### src/hw/rtl/ter_pkg.sv
// Shared types and constants for the triangle edge rasterizer.
package ter_pkg;

    // Defaults for the top-level parameters
    localparam int SCREEN_WIDTH_DEF  = 1024;
    localparam int SCREEN_HEIGHT_DEF = 768;
    localparam int COORD_BITS_DEF    = 12;
    localparam int COORD_BITS_MAX    = 16;

    // Fixed widths of the item fields
    localparam int FIELD_BITS = 12;

    // Operation codes
    localparam logic OP_LOAD = 1'b0;
    localparam logic OP_STEP = 1'b1;

    // Input item: a triangle load or a one-pixel step
    typedef struct packed {
        logic                         operation;
        logic signed [FIELD_BITS-1:0] vertex_a_x;
        logic signed [FIELD_BITS-1:0] vertex_a_y;
        logic signed [FIELD_BITS-1:0] vertex_b_x;
        logic signed [FIELD_BITS-1:0] vertex_b_y;
        logic signed [FIELD_BITS-1:0] vertex_c_x;
        logic signed [FIELD_BITS-1:0] vertex_c_y;
        logic [7:0]                   fill_colour;
    } t_tri_in;

    // Result item: one visited pixel
    typedef struct packed {
        logic [9:0]  pixel_x;
        logic [9:0]  pixel_y;
        logic [19:0] pixel_address;
        logic [7:0]  pixel_colour;
        logic        write_enable;
        logic        done_res;
    } t_pix_out;

endpackage

### src/hw/rtl/triangle_edge_rasterizer.sv
// Top level of the triangle edge rasterizer: box walker and edge pipeline.
//
// Usage: a load item (operation 0) takes three signed vertices and a fill
// colour and sets up the triangle's bounding box, clipped to the screen.
// Each step item (operation 1) visits the next box pixel in row-major order
// and returns its coordinates, frame address, colour, a write flag when the
// pixel is inside or on an edge, and done on the last pixel of the box.
// A load answers with a zero pixel, done set only for an empty box; a step
// with nothing left to walk answers with done set and no write.
// Every item gives exactly one result item, in order.
// Channels: valid/stall on both sides; an item moves on a rising edge with
// valid high and stall low.
// Path: an accepted item passes the walker, product and result registers in
// that order. Throughput: one item per cycle while the receiver does not
// stall; the walker updates its cursor as each step item is accepted.
// Reset (synchronous, active low) empties the pipeline and leaves the block
// idle with nothing loaded. When the receiver stalls, the three stages fill
// up and then the input side stalls; no item is lost or repeated.
module triangle_edge_rasterizer #(
    parameter int SCREEN_WIDTH  = ter_pkg::SCREEN_WIDTH_DEF,
    parameter int SCREEN_HEIGHT = ter_pkg::SCREEN_HEIGHT_DEF,
    parameter int COORD_BITS    = ter_pkg::COORD_BITS_DEF
) (
    input  logic              i_clk,
    input  logic              i_rst_n,
    input  logic              i_in_valid,
    output logic              o_in_stall,
    input  ter_pkg::t_tri_in  i_in_data,
    output logic              o_out_valid,
    input  logic              i_out_stall,
    output ter_pkg::t_pix_out o_out_data
);
    import ter_pkg::*;

    localparam int XW = $clog2(SCREEN_WIDTH);
    localparam int YW = $clog2(SCREEN_HEIGHT);
    localparam int DW = COORD_BITS + 2;
    localparam logic signed [DW-1:0] X_MAX = DW'(SCREEN_WIDTH - 1);
    localparam logic signed [DW-1:0] Y_MAX = DW'(SCREEN_HEIGHT - 1);

    // Walker state
    logic signed [COORD_BITS-1:0] r_vx [3];
    logic signed [COORD_BITS-1:0] r_vy [3];
    logic [7:0]                   r_colour;
    logic [XW-1:0]                r_box_l;
    logic [XW-1:0]                r_box_r;
    logic [YW-1:0]                r_box_t;
    logic [YW-1:0]                r_box_b;
    logic [XW-1:0]                r_cur_x;
    logic [YW-1:0]                r_cur_y;
    logic                         r_walking;

    // Walker output register
    logic                 r_a_valid;
    t_pix_out             r_a_data;
    logic signed [DW-1:0] r_a_p [3];
    logic signed [DW-1:0] r_a_q [3];
    logic signed [DW-1:0] r_a_u [3];
    logic signed [DW-1:0] r_a_w [3];

    logic                         s_b_stall;
    logic                         s_en_a;
    logic                         s_acc;
    logic signed [COORD_BITS-1:0] s_vx [3];
    logic signed [COORD_BITS-1:0] s_vy [3];
    logic signed [DW-1:0]         s_ex [3];
    logic signed [DW-1:0]         s_ey [3];
    logic signed [DW-1:0]         s_lx;
    logic signed [DW-1:0]         s_hx;
    logic signed [DW-1:0]         s_ly;
    logic signed [DW-1:0]         s_hy;
    logic                         s_empty;
    logic                         s_last;
    logic [31:0]                  s_addr_full;
    logic signed [DW-1:0]         s_px;
    logic signed [DW-1:0]         s_py;
    logic signed [DW-1:0]         s_rx [3];
    logic signed [DW-1:0]         s_ry [3];
    t_pix_out                     n_a_data;

    // Field bits to a coordinate of COORD_BITS bits
    function automatic logic signed [COORD_BITS-1:0] to_coord(
        input logic [FIELD_BITS-1:0] f
    );
        logic [COORD_BITS_MAX-1:0] z;
        z = COORD_BITS_MAX'(f);
        return $signed(z[COORD_BITS-1:0]);
    endfunction

    // Handshake of the walker stage
    assign s_en_a     = !r_a_valid || !s_b_stall;
    assign o_in_stall = !s_en_a;
    assign s_acc      = i_in_valid && s_en_a;

    // Incoming vertices
    assign s_vx[0] = to_coord(i_in_data.vertex_a_x);
    assign s_vy[0] = to_coord(i_in_data.vertex_a_y);
    assign s_vx[1] = to_coord(i_in_data.vertex_b_x);
    assign s_vy[1] = to_coord(i_in_data.vertex_b_y);
    assign s_vx[2] = to_coord(i_in_data.vertex_c_x);
    assign s_vy[2] = to_coord(i_in_data.vertex_c_y);

    for (genvar k = 0; k < 3; k++) begin : g_ext
        assign s_ex[k] = DW'(s_vx[k]);
        assign s_ey[k] = DW'(s_vy[k]);
        assign s_rx[k] = DW'(r_vx[k]);
        assign s_ry[k] = DW'(r_vy[k]);
    end

    // Bounding box, clipped to the screen
    always_comb begin
        s_lx = s_ex[0];
        s_hx = s_ex[0];
        s_ly = s_ey[0];
        s_hy = s_ey[0];
        for (int k = 1; k < 3; k++) begin
            if (s_ex[k] < s_lx) s_lx = s_ex[k];
            if (s_ex[k] > s_hx) s_hx = s_ex[k];
            if (s_ey[k] < s_ly) s_ly = s_ey[k];
            if (s_ey[k] > s_hy) s_hy = s_ey[k];
        end
        if (s_lx < 0) s_lx = '0;
        if (s_ly < 0) s_ly = '0;
        if (s_hx > X_MAX) s_hx = X_MAX;
        if (s_hy > Y_MAX) s_hy = Y_MAX;
        s_empty = (s_lx > s_hx) || (s_ly > s_hy);
    end

    // Current pixel and its frame address
    assign s_last      = r_walking && (r_cur_x == r_box_r) && (r_cur_y == r_box_b);
    assign s_addr_full = 32'(r_cur_y) * 32'(SCREEN_WIDTH) + 32'(r_cur_x);
    assign s_px        = DW'($signed({1'b0, r_cur_x}));
    assign s_py        = DW'($signed({1'b0, r_cur_y}));

    // Result fields ahead of the edge test; write_enable marks a walked pixel
    always_comb begin
        n_a_data = '0;
        if (i_in_data.operation == OP_LOAD) begin
            n_a_data.done_res = s_empty;
        end else if (!r_walking) begin
            n_a_data.done_res = 1'b1;
        end else begin
            n_a_data.pixel_x       = 10'(r_cur_x);
            n_a_data.pixel_y       = 10'(r_cur_y);
            n_a_data.pixel_address = s_addr_full[19:0];
            n_a_data.pixel_colour  = r_colour;
            n_a_data.write_enable  = 1'b1;
            n_a_data.done_res      = s_last;
        end
    end

    // Triangle state and cursor walk
    always_ff @(posedge i_clk) begin
        if (!i_rst_n) begin
            r_a_valid <= 1'b0;
            r_walking <= 1'b0;
            r_vx      <= '{default: '0};
            r_vy      <= '{default: '0};
            r_colour  <= '0;
            r_box_l   <= '0;
            r_box_r   <= '0;
            r_box_t   <= '0;
            r_box_b   <= '0;
            r_cur_x   <= '0;
            r_cur_y   <= '0;
        end else begin
            if (s_en_a) begin
                r_a_valid <= i_in_valid;
            end
            if (s_acc) begin
                if (i_in_data.operation == OP_LOAD) begin
                    r_vx     <= s_vx;
                    r_vy     <= s_vy;
                    r_colour <= i_in_data.fill_colour;
                    if (s_empty) begin
                        r_walking <= 1'b0;
                        r_box_l   <= '0;
                        r_box_r   <= '0;
                        r_box_t   <= '0;
                        r_box_b   <= '0;
                        r_cur_x   <= '0;
                        r_cur_y   <= '0;
                    end else begin
                        r_walking <= 1'b1;
                        r_box_l   <= s_lx[XW-1:0];
                        r_box_r   <= s_hx[XW-1:0];
                        r_box_t   <= s_ly[YW-1:0];
                        r_box_b   <= s_hy[YW-1:0];
                        r_cur_x   <= s_lx[XW-1:0];
                        r_cur_y   <= s_ly[YW-1:0];
                    end
                end else if (r_walking) begin
                    if (s_last) begin
                        r_walking <= 1'b0;
                    end else if (r_cur_x == r_box_r) begin
                        r_cur_x <= r_box_l;
                        r_cur_y <= r_cur_y + YW'(1);
                    end else begin
                        r_cur_x <= r_cur_x + XW'(1);
                    end
                end
            end
        end
    end

    // Edge factors for the visited pixel
    always_ff @(posedge i_clk) begin
        if (s_acc) begin
            r_a_data <= n_a_data;
            for (int k = 0; k < 3; k++) begin
                r_a_p[k] <= s_px - s_rx[k];
                r_a_q[k] <= s_py - s_ry[k];
                r_a_u[k] <= s_ry[(k + 1) % 3] - s_ry[k];
                r_a_w[k] <= s_rx[(k + 1) % 3] - s_rx[k];
            end
        end
    end

    ter_edge_pipe #(
        .COORD_BITS (COORD_BITS)
    ) u_edge (
        .i_clk   (i_clk),
        .i_rst_n (i_rst_n),
        .i_valid (r_a_valid),
        .o_stall (s_b_stall),
        .i_data  (r_a_data),
        .i_p     (r_a_p),
        .i_q     (r_a_q),
        .i_u     (r_a_u),
        .i_w     (r_a_w),
        .o_valid (o_out_valid),
        .i_stall (i_out_stall),
        .o_data  (o_out_data)
    );

`ifndef ASSERT_OFF
    // Cursor never leaves the box during a walk
    a_cursor_in_box: assert property (@(posedge i_clk) disable iff (!i_rst_n)
        r_walking |-> (r_cur_x >= r_box_l && r_cur_x <= r_box_r &&
                       r_cur_y >= r_box_t && r_cur_y <= r_box_b))
        else $error("cursor outside the bounding box");

    // A load with a non-empty box starts at its top-left corner
    a_load_starts: assert property (@(posedge i_clk) disable iff (!i_rst_n)
        (s_acc && i_in_data.operation == OP_LOAD && !s_empty) |=>
            (r_walking && r_cur_x == r_box_l && r_cur_y == r_box_t))
        else $error("load did not start the walk at the box corner");

    // The last pixel ends the walk
    a_last_stops: assert property (@(posedge i_clk) disable iff (!i_rst_n)
        (s_acc && i_in_data.operation == OP_STEP && s_last) |=> !r_walking)
        else $error("walk continued past the last pixel");
`endif

endmodule

### src/hw/rtl/ter_edge_pipe.sv
// Edge function products, sign test and result register of the rasterizer.
module ter_edge_pipe #(
    parameter int COORD_BITS = ter_pkg::COORD_BITS_DEF
) (
    input  logic                     i_clk,
    input  logic                     i_rst_n,
    input  logic                     i_valid,
    output logic                     o_stall,
    input  ter_pkg::t_pix_out        i_data,
    input  logic signed [COORD_BITS+1:0] i_p [3],
    input  logic signed [COORD_BITS+1:0] i_q [3],
    input  logic signed [COORD_BITS+1:0] i_u [3],
    input  logic signed [COORD_BITS+1:0] i_w [3],
    output logic                     o_valid,
    input  logic                     i_stall,
    output ter_pkg::t_pix_out        o_data
);
    import ter_pkg::*;

    localparam int DW = COORD_BITS + 2;
    localparam int PW = 2 * DW;
    localparam int EW = PW + 1;

    logic                 r_b_valid;
    t_pix_out             r_b_data;
    logic signed [PW-1:0] r_b_m0 [3];
    logic signed [PW-1:0] r_b_m1 [3];
    logic                 r_c_valid;
    t_pix_out             r_c_data;

    logic                 s_en_b;
    logic                 s_en_c;
    logic                 s_acc;
    logic signed [PW-1:0] s_m0 [3];
    logic signed [PW-1:0] s_m1 [3];
    logic signed [EW-1:0] s_e [3];
    logic                 s_neg;
    logic                 s_pos;
    t_pix_out             n_c_data;

    // Each stage moves when its successor has room
    assign s_en_c  = !r_c_valid || !i_stall;
    assign s_en_b  = !r_b_valid || s_en_c;
    assign o_stall = !s_en_b;
    assign s_acc   = i_valid && s_en_b;

    // Products of the edge functions of the triangle
    for (genvar k = 0; k < 3; k++) begin : g_mul
        assign s_m0[k] = i_p[k] * i_u[k];
        assign s_m1[k] = i_q[k] * i_w[k];
        assign s_e[k]  = EW'(r_b_m0[k]) - EW'(r_b_m1[k]);
    end

    // Inside unless the edge values carry both signs
    always_comb begin
        s_neg = 1'b0;
        s_pos = 1'b0;
        for (int k = 0; k < 3; k++) begin
            s_neg = s_neg | s_e[k][EW-1];
            s_pos = s_pos | (!s_e[k][EW-1] && (s_e[k] != '0));
        end
        n_c_data = r_b_data;
        n_c_data.write_enable = r_b_data.write_enable && !(s_neg && s_pos);
    end

    // Stage valids
    always_ff @(posedge i_clk) begin
        if (!i_rst_n) begin
            r_b_valid <= 1'b0;
            r_c_valid <= 1'b0;
        end else begin
            if (s_en_b) begin
                r_b_valid <= i_valid;
            end
            if (s_en_c) begin
                r_c_valid <= r_b_valid;
            end
        end
    end

    // Stage payloads
    always_ff @(posedge i_clk) begin
        if (s_acc) begin
            r_b_data <= i_data;
            r_b_m0   <= s_m0;
            r_b_m1   <= s_m1;
        end
        if (s_en_c && r_b_valid) begin
            r_c_data <= n_c_data;
        end
    end

    assign o_valid = r_c_valid;
    assign o_data  = r_c_data;

endmodule
### config.mk
export PLATFORM = sky130hd
export DESIGN_NAME = triangle_edge_rasterizer
export DESIGN_NICKNAME = d
export VERILOG_FILES = /design/src/hw/rtl/ter_pkg.sv /design/src/hw/rtl/triangle_edge_rasterizer.sv /design/src/hw/rtl/ter_edge_pipe.sv
export SDC_FILE = /design/constraint.sdc
export NUM_CORES = 2
export LEC_CHECK = 0
export ABC_CLOCK_PERIOD_IN_PS = 34600
export BUFFER_PORTS_ARGS = -buffer_cell sky130_fd_sc_hd__buf_2
export CAP_MARGIN = 20
export CORE_MARGIN = 8
export CORE_UTILIZATION = 65
export CTS_BUF_LIST = sky130_fd_sc_hd__clkbuf_2 sky130_fd_sc_hd__clkbuf_4 sky130_fd_sc_hd__clkbuf_8
export CTS_CLUSTER_SIZE = 8
export DETAILED_ROUTE_END_ITERATION = 8
export GPL_TIMING_DRIVEN = 0
export PLACE_DENSITY = 0.9
export SYNTH_ARGS = -nofsm -noshare
export SYNTH_HDL_FRONTEND = slang
export SYNTH_SLANG_ARGS = --single-unit
### constraint.sdc
create_clock -name i_clk -period 34.6 [get_ports i_clk]
set_input_delay 6.92 -clock i_clk [delete_from_list [all_inputs] [get_ports i_clk]]
set_output_delay 6.92 -clock i_clk [all_outputs]
set_load 0.05 [all_outputs]
==> impl_metrics.env <==
export IMPL_dr_pass1_iters=9
export IMPL_syn_avg_cell_area_um2=9.53
export IMPL_clock_sinks=536
export IMPL_fillers=7712
export IMPL_yosys_area_top_type_share_pct=28.8
export IMPL_drt_initial_drc_count=6130
export IMPL_async_flop_share_pct=0
export IMPL_synth_ff_type="edfxtp_1"
export IMPL_worst_setup_path_start_kind="primary input"
export IMPL_crit_path_max_fanout=10
export IMPL_htreeDepth=3
export IMPL_coreArea_um2=105000
export IMPL_grt_max_degree=110
export IMPL_crit_slowest_cell="o41ai_1"
export IMPL_hold_class="register to register"
export IMPL_end_kind="register"
export IMPL_dieWidth_um=341
export IMPL_io_buffers=136
export IMPL_die_y_um=341
export IMPL_cts_tree="built"
export IMPL_dr_total_vias=53900
export IMPL_tightest_slew_ns=1.06
export IMPL_hold_start="r_a_data[2]$_SDFFCE_PN0P_"
export IMPL_rsz0062_at_grt="false"
export IMPL_grt_pass1_vias=55000
export IMPL_dp_final_hpwl_um=167000
export IMPL_min_to="u_edge.n_c_data[2]$_DFFE_PP_"
export IMPL_final_layout_size_suffix_gt1_share_pct=4.90
export IMPL_vias_per_cell=6.03
export IMPL_cp_required_ns=35.31
export IMPL_violations="design-rule violations"
export IMPL_hold_viol=0
export IMPL_synth_top_area_cell="fa_1"
export IMPL_place_ws_ns=17.99
export IMPL_cts_root_buf="clkbuf_8"
export IMPL_synth_cell_types=81
export IMPL_antenna_found_initial=28
export IMPL_hold_path_depth=0
export IMPL_clk_transition_reported_paths_ns=0.07
export IMPL_start_util_pct=65.3
export IMPL_max_stage_delay_ns=0.92
export IMPL_synth_top_cells_by_area="fa_1, edfxtp_1, ha_1"
export IMPL_cp_arrival_ns=17.10
export IMPL_drv_slew=0
export IMPL_synth_edf_count=402
export IMPL_wire_per_inst_um=22.6
export IMPL_finalNonFillerCells=8927
export IMPL_gr_total_overflow=0
export IMPL_rows=119
export IMPL_multi_input_area_um2=48100
export IMPL_cts_buffers=92
export IMPL_drt_wl_total_um=202000
export IMPL_synthCells=7199
export IMPL_setup_viol_count_final=0
export IMPL_die_area_um2=116000
export IMPL_reg2reg_depth=25
export IMPL_dp_cells=8737
export IMPL_layout_min_cycle_time_ns=16.39
export IMPL_max_freq_mhz=61.0
export IMPL_postRouteAntennaNets=0
export IMPL_cts_resized=0
export IMPL_postCtsSetupRepairBufs=0
export IMPL_finalSetupTns_ns=0
export IMPL_rrSetupSlack_ns=26.80
export IMPL_fin_ws_ns=18.21
export IMPL_ys_seq_elements=536
export IMPL_grt_usage_pct=34.7
export IMPL_status="complete, but fails checks"
export IMPL_ys_warn_count=0
export IMPL_final_nets=9221
export IMPL_hold_buffers=0
export IMPL_timing_rr_start="r_a_p[20]$_DFFE_PP_"
export IMPL_clk_latency_ns=0.78
export IMPL_fin_crit_sh_pct=47.4
export IMPL_clk_path_buf_depth=3
export IMPL_ios=137
export IMPL_syn_num_nets=8979
export IMPL_synth_area_um2=68600
export IMPL_gp_congestion=1.02
export IMPL_fin_worst_skew_ns=0.0703
export IMPL_relSlewSlack_pct=28.7
export IMPL_r2r_end="u_edge.r_b_m0[54]$_DFFE_PP_"
export IMPL_area_growth_pct=6.77
export IMPL_critPathKind="primary input to register"
export IMPL_grt_pass1_wl_um=312000
export IMPL_drv_cap=0
export IMPL_yosysSeqAreaShare_pct=21.5
export IMPL_regArea_um2=14800
export IMPL_route_detailed_drc=8
## worst max-delay path: cells and delay by family
family | cells | cell delay [ns]
and+or+nand+nor | 11 | 2.68
AOI/OAI and AO/OA | 14 | 4.15
muxes | 1 | 0.38
adders and majority gates | 4 | 1.15
buffers and inverters | 7 | 1.79
## state kept, by name, indices dropped and copies added (netlist names), 30 cells and up
register	flops
r_a_data	30
r_a_p	39
r_a_q	39
r_a_u	39
r_a_w	39
r_vx	36
r_vy	36
u_edge.o_data	30
u_edge.r_b_m0	78
u_edge.r_b_m1	78
## cell usage after synthesis (all sizes together), types with 21 or more instances
library cell and n:
a21boi 56, a21o 78, a21oi 292, a31oi 31
and2 389, and3 62, buf 29, clkbuf 228
dfxtp 134, edfxtp 402, fa 987, ha 708
inv 1239, mux2i 54, nand2 936, nand2b 122
nand3 63, nand4 38, nor2 317, nor2b 92
nor3 69, nor4 24, o211ai 21, o21a 44
o21ai 225, or3 35, xnor2 195, xor2 78
## worst max path at each step
stage                                        end  depth (start not counted)  slack, ns     startpoint
CTS                      r_cur_x[9]$_SDFFE_PN0P_                         37      18.76  i_in_data[58]
global placement     u_edge.r_b_m1[15]$_DFFE_PP_                          3      13.76    i_out_stall
finish                   r_box_l[9]$_SDFFE_PN0P_                         37      18.21  i_in_data[59]
global route             r_cur_x[9]$_SDFFE_PN0P_                         37      17.78  i_in_data[58]
floorplan           u_edge.n_c_data[0]$_DFFE_PP_                          2      18.50    i_out_stall
detailed placement       r_box_l[9]$_SDFFE_PN0P_                         37      17.99  i_in_data[59]
## per-layer routing
layer	up-vias	GRT usage [%]	wire length, um
met5	-	0	73
met4	12	15.0	10800
met3	659	9.49	26300
met2	3135	53.1	88200
met1	26400	46.7	76300
li1	23700	-	-
## stage by stage
step | utilization (%) | cell area (um^2) | hold slack [ns]
after floorplan | - | 68600 | 0.400
after global placement | 67.6 | 71000 | 0.401
after detailed placement | 67.9 | 71300 | 0.406
after CTS | 69.7 | 73200 | 0.420
after global routing | 69.7 | 73200 | 0.420
final | 69.8 | 73200 | 0.421
## area by class of cell
cell class | instances | area share [%]
repair buffers | 148 | 1.26
plain buffers | 257 | 1.43
diodes | 21 | 0.0718
flip-flops and latches | 536 | 20.2
well taps | 1391 | 2.38
clock inverters | 39 | 0.444
clock buffers | 129 | 2.14
multi-input cells | 5167 | 65.8
inverters | 1239 | 6.36
## placed cells by master (no fill, tap or decap), types with 55 or more instances in the layout
master,Yosys,layout
fa_1,987,987
clkbuf_1,227,227
inv_1,1238,1237
xor2_1,78,78
nand2_1,936,936
a21o_1,78,78
dfxtp_1,134,134
a21oi_1,292,292
buf_2,6,142
clkbuf_8,0,96
nand2b_1,122,122
and3_1,62,62
edfxtp_1,402,402
and2_1,389,389
ha_1,708,708
a21boi_0,56,55
xnor2_1,195,195
o21ai_0,223,223
nand3_1,63,63
nor2b_1,92,91
nor3_1,69,69
nor2_1,316,316
## cells by family (layout without fill, tap and decap cells)
kind of cell	count (synthesis)	in the layout	synth area share [%]
other cells	0	21	0
compound gates	941	941	8.70
flops	536	536	21.5
xor+xnor	273	273	3.49
fa+ha+maj	1695	1695	41.7
mux	67	67	1.00
buf+inv	1496	1812	8.31
simple gates	2191	2191	15.3
Power is left out: the tool's default activity adds up to more than one toggle a clock period on the data nets, which glitch-free logic cannot reach.
